<file path="config.mk">
export PLATFORM = sky130hd
export DESIGN_NAME = ppm_cell
export DESIGN_NICKNAME = d
export VERILOG_FILES = /design/src/design/ppm_pkg.sv /design/src/design/ppm_cell.sv
export SDC_FILE = /design/constraint.sdc
export NUM_CORES = 2
export LEC_CHECK = 0
export BUFFER_PORTS_ARGS = -buffer_cell sky130_fd_sc_hd__buf_2
export CAP_MARGIN = 20
export CORE_MARGIN = 10
export CORE_UTILIZATION = 55
export DETAILED_ROUTE_END_ITERATION = 10
export GPL_ROUTABILITY_DRIVEN = 0
export PLACE_DENSITY = 0.84
export SETUP_SLACK_MARGIN = 0.5
export SLEW_MARGIN = 20
export SYNTH_ARGS = -nofsm -noshare
export SYNTH_HDL_FRONTEND = slang
export SYNTH_SLANG_ARGS = --single-unit
</file>
<file path="constraint.sdc">
create_clock -name clk -period 14.8 [get_ports clk]
set_clock_uncertainty 0.05 [all_clocks]
set_input_delay 0.74 -clock clk [delete_from_list [all_inputs] [get_ports clk]]
set_output_delay 0.74 -clock clk [all_outputs]
set_load 0.02 [all_outputs]
</file>
<file path="src/design/ppm_pkg.sv">
// Shared types and constants for the point proximity match table.
`default_nettype none

package ppm_pkg;

    localparam int COORD_W = 24;
    localparam int NCOORD  = 4;
    localparam int SQ_W    = 49;
    localparam int SUM_W   = 52;
    localparam int DIM_W   = 3;
    localparam int CFG_IDX_W = 1;

    localparam logic [CFG_IDX_W-1:0] REG_DIMENSIONS      = 1'd0;
    localparam logic [CFG_IDX_W-1:0] REG_MATCH_THRESHOLD = 1'd1;

    localparam logic [DIM_W-1:0] DIM_RESET       = 3'd2;
    localparam logic [SUM_W-1:0] THRESHOLD_RESET = 52'd65536;

    typedef enum logic [1:0] {
        KIND_ADD   = 2'd0,
        KIND_QUERY = 2'd1,
        KIND_CLEAR = 2'd2,
        KIND_NONE  = 2'd3
    } kind_t;

    typedef enum logic [1:0] {
        ST_IDLE,
        ST_SCAN,
        ST_DRAIN
    } state_t;

    typedef logic signed [COORD_W-1:0] coord_t;

    typedef struct packed {
        kind_t  kind;
        coord_t coord_0;
        coord_t coord_1;
        coord_t coord_2;
        coord_t coord_3;
    } item_t;

    typedef struct packed {
        logic       found;
        logic       table_full;
        logic [8:0] stored_points;
    } result_t;

    // One table entry moving down the row of distance cells
    typedef struct packed {
        logic                vld;
        logic                last;
        logic [SUM_W-1:0]    sum;
        coord_t [NCOORD-1:0] pt;
    } flow_t;

endpackage

`default_nettype wire

</file>
<file path="src/design/ppm_cell.sv">
// Distance cell: adds its squared coordinate difference, if IDX < dim, to the sum.
`default_nettype none

module ppm_cell
    import ppm_pkg::*;
#(
    parameter int IDX = 0
) (
    input  wire logic             clk,
    input  wire logic             rst_n,
    input  wire logic             load,
    input  wire coord_t           q_coord,
    input  wire logic [DIM_W-1:0] dim,
    input  wire flow_t            flow_in,
    output flow_t                 flow_out
);

    localparam logic [DIM_W:0] IDX_CMP = (DIM_W+1)'(IDX);

    coord_t            q_reg;
    flow_t             a_reg;
    logic [SQ_W-1:0]   sq_reg;
    logic [SQ_W-1:0]   sq_next;
    flow_t             out_reg;
    flow_t             out_next;
    logic signed [COORD_W:0]     diff;
    logic signed [2*COORD_W+1:0] prod;
    logic              en;

    assign en   = {1'b0, dim} > IDX_CMP;
    assign diff = $signed({q_reg[COORD_W-1], q_reg})
                - $signed({flow_in.pt[IDX][COORD_W-1], flow_in.pt[IDX]});
    assign prod = diff * diff;

    always_comb
    begin
        sq_next = en ? prod[SQ_W-1:0] : '0;
        out_next = a_reg;
        out_next.sum = a_reg.sum + SUM_W'(sq_reg);
    end

    always_ff @(posedge clk)
    begin
        if (load)
        begin
            q_reg <= q_coord;
        end
        sq_reg <= sq_next;
    end

    always_ff @(posedge clk or negedge rst_n)
    begin
        if (!rst_n)
        begin
            a_reg   <= '0;
            out_reg <= '0;
        end
        else
        begin
            a_reg   <= flow_in;
            out_reg <= out_next;
        end
    end

    assign flow_out = out_reg;

endmodule

`default_nettype wire

</file>
======== Word level (Yosys, flattened, before mapping) ========
Index checks and enable logic that the tools add are counted.
storage, ports and cells
  register bits after elaboration ......... 373
  input bits .............................. 180
  output and inout port bits .............. 150
  word-level logic and storage cells ...... 20
operators by class
  $add $sub $neg .......................... 2
  $mul .................................... 1
  magnitude comparators ................... 1
operator list
  operator              count
  $add A52 B49 Y52      1
  $mul A25 B25 Y49      1
  $sub A24 B24 Y25      1
  $gt A3 B1 Y1 const B  1

======== Longest topological paths before layout ========
  word-level depth ........................ 2
  gate-level depth with buffers ........... 39
  gate-level depth less buffers ........... 37

======== Worst setup path after synthesis ========
No wires, ideal clock.
  kind .................................... input port to flip-flop
  start point ............................. input port flow_in[0] (netlist bit)
  end point ............................... register sq_reg[46]
  library setup time ...................... 0.072 ns
  arrival time ............................ 8.986 ns
  required time ........................... 14.678 ns
  slack ................................... 5.692 ns
  stages .................................. 33
  path buffers ............................ 2
  cell sequence ........................... ha_1 -> inv_1 -> fa_1 -> a211o_1 -> o211ai_2 -> a21oi_1 -> a221o_1 -> a211oi_1 -> nor2_1 -> nand2_1 -> clkbuf_1 -> nand2_1 -> inv_1 -> fa_1 -> fa_1 -> inv_1 -> fa_1 -> inv_1 -> fa_1 -> fa_1 -> fa_1 -> fa_1 -> ha_1 -> clkbuf_1 -> a21o_1 -> a21o_1 -> a21o_1 -> a21o_1 -> a21o_1 -> a21oi_1 -> nor2b_1 -> a311oi_2 -> mux2i_1
on the way
  cells in the longest elaborated chain, start to end .. 2
ends and longest elaborated chain
  what                    RTL line        source
  start: declaration      ppm_cell.sv:14  input wire flow_t flow_in,
  $sub A24 B24 Y25        ppm_cell.sv:32  - $signed({flow_in.pt[IDX][COORD_W-1], flow_in.pt[IDX]});
  $mul A25 B25 Y49        ppm_cell.sv:33  assign prod = diff * diff;
  end signal: assignment  ppm_cell.sv:48  sq_reg <= sq_next;
  end: declaration        ppm_cell.sv:22  logic [SQ_W-1:0] sq_reg;
No other way between the ends.
A chain may end at the register's enable or synchronous reset.

======== Final worst setup path ========
  start point ............................. register q_reg[1]
  end point ............................... register sq_reg[46]
on the way
  cells in the longest elaborated chain, start to end .. 2
ends and longest elaborated chain
  what                      RTL line        source
  start: declaration        ppm_cell.sv:20  coord_t q_reg;
  start signal: assignment  ppm_cell.sv:46  q_reg <= q_coord;
  $sub A24 B24 Y25          ppm_cell.sv:32
  $mul A25 B25 Y49          ppm_cell.sv:33
No other way between the ends.

==> summary.log <==
INFO  sta            rsz0062_at_grt=no
INFO  global_route   grt_util_all_layers=0.243
INFO  sta            final.setup.tns=0ps
INFO  floorplan      core_area=59400µm²
INFO  sta            worst_slew_margin_rel=0.180
INFO  setup_path     crit_type=reg2reg
INFO  clock_tree     worst_setup_hold_path_clk_slew=70ps
INFO  logic_synthesis syn-num-nets=4063
INFO  floorplan      die_h=266µm
INFO  detailed_routing drt-pass1-iter-count=5
INFO  sta            timing.final.hold_violations=0
INFO  logic_synthesis ys_dominant_reg_cell=sky130_fd_sc_hd__dfrtp_1
INFO  sta            finalSetupViolCount=0
INFO  setup_path     critical_r2r_capture=sq_reg[46]$_SDFF_PP0_
INFO  global_route   via_count_of_the_first_global_routing_pass=26400
INFO  global_route   grt_remaining_overflow=0
INFO  sta            worst_slew_pin_slew=1230ps
INFO  clock_tree     cts_inserted_buffers=38
INFO  layout         layout-drive-gt1-share=0.138
INFO  floorplan      die_footprint=70600µm²
INFO  logic_synthesis asyncSetResetFlopFracSynth=0.806
INFO  layout         multi_input_area=21300µm²
INFO  sta            fmaxAchievable=97.5MHz
INFO  setup_path     setup.reg_to_reg.worst_slack=4550ps
INFO  logic_synthesis seq_area_frac_synth=0.277
INFO  status         result_of_the_run=complete, no violations
INFO  setup_path     timing.critical_path.mode_cell=sky130_fd_sc_hd__fa_1
INFO  setup_path     critPathSlowestCell=sky130_fd_sc_hd__clkinv_1
INFO  clock_tree     ctsHoldBuffers=0
INFO  logic_synthesis synthCells=3069
INFO  layout         regArea=9190µm²
INFO  logic_synthesis synthDistinctLibCells=81
INFO  layout         fin_nets=4384
INFO  place          dp_hpwl=64600µm
INFO  logic_synthesis number_of_enable_flip_flop_cells_after_synthesis=24
INFO  global_route   antenna_found_initial=5
INFO  clock_tree     cts_root_buffer=sky130_fd_sc_hd__clkbuf_16
INFO  setup_path     regToRegStartpoint=q_reg[1]$_DFFE_PP_
INFO  run            number_of_maximum_capacitance_violations=0
INFO  logic_synthesis synth.yosys.warnings=0
INFO  setup_path     crit_path_end_kind=flop
INFO  detailed_routing ant_nets=0
INFO  detailed_routing wl=82000µm
INFO  layout         layout.cells.most_common=sky130_fd_sc_hd__inv_1
INFO  detailed_routing detailroute.via_count=23000
INFO  floorplan      chipWidth=266µm
INFO  logic_synthesis syn_area_per_cell=10.8µm²
INFO  floorplan      initial_utilization=0.559
INFO  layout         final_design_area_no_fill=37100µm²
INFO  place          portBuffers=329
INFO  clock_tree     clk_path_buf_depth=3
INFO  setup_path     required=15220ps
INFO  sta            worst_hold_slack=34.3ps
INFO  clock_tree     clock_tree_from_tritoncts=done
INFO  logic_synthesis netlist_area=33200µm²
INFO  setup_path     critical_path.startpoint_type=flop
INFO  clock_tree     ctsHtreeMaxLevel=2
INFO  setup_path     cpPeakStageDelay=990ps
INFO  clock_tree     worst_skew_pair.late_latency=560ps
INFO  setup_path     ff2ff_path_depth=31
INFO  setup_path     crit_path_max_fanout=18
INFO  global_route   grt_start_max_net_pins=158
INFO  clock_tree     clkSinkCount=372
INFO  detailed_routing drc=0
INFO  floorplan      std_cell_rows=89
INFO  layout         final.fill_count=4522
INFO  sta            maxSlewViolCount=0
INFO  layout         layout-area-overhead-vs-synth=11.9%
INFO  sta            min_clock_period_post_route=10250ps
INFO  floorplan      design.portCount=330
INFO  sta            post-route-period-util=0.693
INFO  clock_tree     postCtsSetupBuffers=0
INFO  layout         mostFrequentLayoutCells=658 x sky130_fd_sc_hd__inv_1, 600 x sky130_fd_sc_hd__fa_1, 328 x sky130_fd_sc_hd__buf_2
INFO  logic_synthesis postSynthRegisterBits=372
INFO  setup_path     cp_data_arrival_time=10680ps
INFO  global_route   wire_length_of_the_first_global_routing_pass=135000µm
INFO  place          placed_cell_area=35800µm²
INFO  detailed_routing drt_first_iter_violations=1460
INFO  detailed_routing vias_per_cell=5.48
INFO  detailed_routing post_drt_wl_per_cell=19.6µm
INFO  worst_hold_path min-delay-path-class=in2async
INFO  clock_tree     cts-resized-gates=0
==> cells in the mapped netlist, types with 11 or more instances <==
| cell | n | area [µm²] |
|---|---|---|
| sky130_fd_sc_hd__nand2b_1 | 19 | 119 |
| sky130_fd_sc_hd__nor2b_1 | 15 | 93.8 |
| sky130_fd_sc_hd__a21oi_1 | 112 | 561 |
| sky130_fd_sc_hd__dfrtp_1 | 300 | 7510 |
| sky130_fd_sc_hd__nand4_1 | 13 | 81.3 |
| sky130_fd_sc_hd__nand2_1 | 224 | 841 |
| sky130_fd_sc_hd__clkbuf_1 | 57 | 214 |
| sky130_fd_sc_hd__a31oi_1 | 11 | 68.8 |
| sky130_fd_sc_hd__o21bai_1 | 16 | 120 |
| sky130_fd_sc_hd__a21o_1 | 73 | 548 |
| sky130_fd_sc_hd__inv_1 | 658 | 2470 |
| sky130_fd_sc_hd__and2_1 | 26 | 163 |
| sky130_fd_sc_hd__ha_1 | 214 | 2680 |
| sky130_fd_sc_hd__xor2_1 | 41 | 359 |
| sky130_fd_sc_hd__nor3_1 | 22 | 110 |
| sky130_fd_sc_hd__and3_1 | 18 | 113 |
| sky130_fd_sc_hd__nor2_1 | 249 | 935 |
| sky130_fd_sc_hd__edfxtp_1 | 24 | 721 |
| sky130_fd_sc_hd__o211ai_1 | 14 | 105 |
| sky130_fd_sc_hd__xnor2_1 | 80 | 701 |
| sky130_fd_sc_hd__fa_1 | 600 | 12000 |
| sky130_fd_sc_hd__dfxtp_1 | 48 | 961 |
| sky130_fd_sc_hd__o21ai_0 | 49 | 245 |
| sky130_fd_sc_hd__nand3_1 | 27 | 135 |
==> logic make-up (layout without fill, tap and decap cells) <==
group / count (synthesis) / after routing / synth area share
XOR/XNOR: 124 / 124 / 0.0341
adder cells (fa/ha/maj): 814 / 814 / 0.443
multiplexers: 7 / 7 / 0.00215
other: 0 / 5 / 0
AO/OA/AOI/OAI: 363 / 363 / 0.0739
AND/OR/NAND/NOR: 645 / 645 / 0.0852
flip-flops: 372 / 372 / 0.277
buffers and inverters: 744 / 1092 / 0.0850
==> per-stage QoR <==
step | util | cells | setup slack (ps)
finish | 0.625 | 4195 | 4550
detailed placement | 0.603 | 4122 | 4320
global placement | 0.603 | 4122 | 4480
floorplan | - | 3069 | 5690
CTS | 0.625 | 4189 | 4660
global route | 0.625 | 4195 | 4010
==> how the worst max path moves through the flow <==
stage                       start                    end  slack [ps]  depth (start not counted)
2_1_floorplan          flow_in[0]  sq_reg[46]$_SDFF_PP0_        5690                         33
5_1_grt        q_reg[1]$_DFFE_PP_  sq_reg[47]$_SDFF_PP0_        4010                         31
3_5_place_dp           flow_in[0]  sq_reg[46]$_SDFF_PP0_        4320                         33
6_report       q_reg[1]$_DFFE_PP_  sq_reg[46]$_SDFF_PP0_        4550                         31
3_3_place_gp           flow_in[0]  sq_reg[46]$_SDFF_PP0_        4480                         33
4_1_cts        q_reg[0]$_DFFE_PP_  sq_reg[46]$_SDFF_PP0_        4660                         33
==> cell type report <==
class	count	share of cell area
diodes	5	0.000337
clock buffers	50	0.0296
clock inverters	17	0.00512
inverters	671	0.0679
multi-input cells	1953	0.573
flip-flops and latches	372	0.248
well taps	773	0.0261
repair buffers	354	0.0506
==> per-layer routing <==
metal | global-route usage | part of all wire | wire length, µm
met1 | 0.257 | 0.33 | 27100
met3 | 0.0507 | 0.074 | 6040
met5 | 0 | 0 | 0
met4 | 0.143 | 0.063 | 5200
met2 | 0.443 | 0.53 | 43600
==> critical path, delay by kind of cell (launching register included) <==
kind                       cells  cell delay (ps)
buffers and inverters          4             1230
adders and majority gates      9             4180
and+or+nand+nor                5              810
AOI/OAI and AO/OA             12             3240
muxes                          1              210
DFF                            1              430
Power is left out: the tool's default activity adds up to more than one toggle a clock period on the data nets, which glitch-free logic cannot reach.
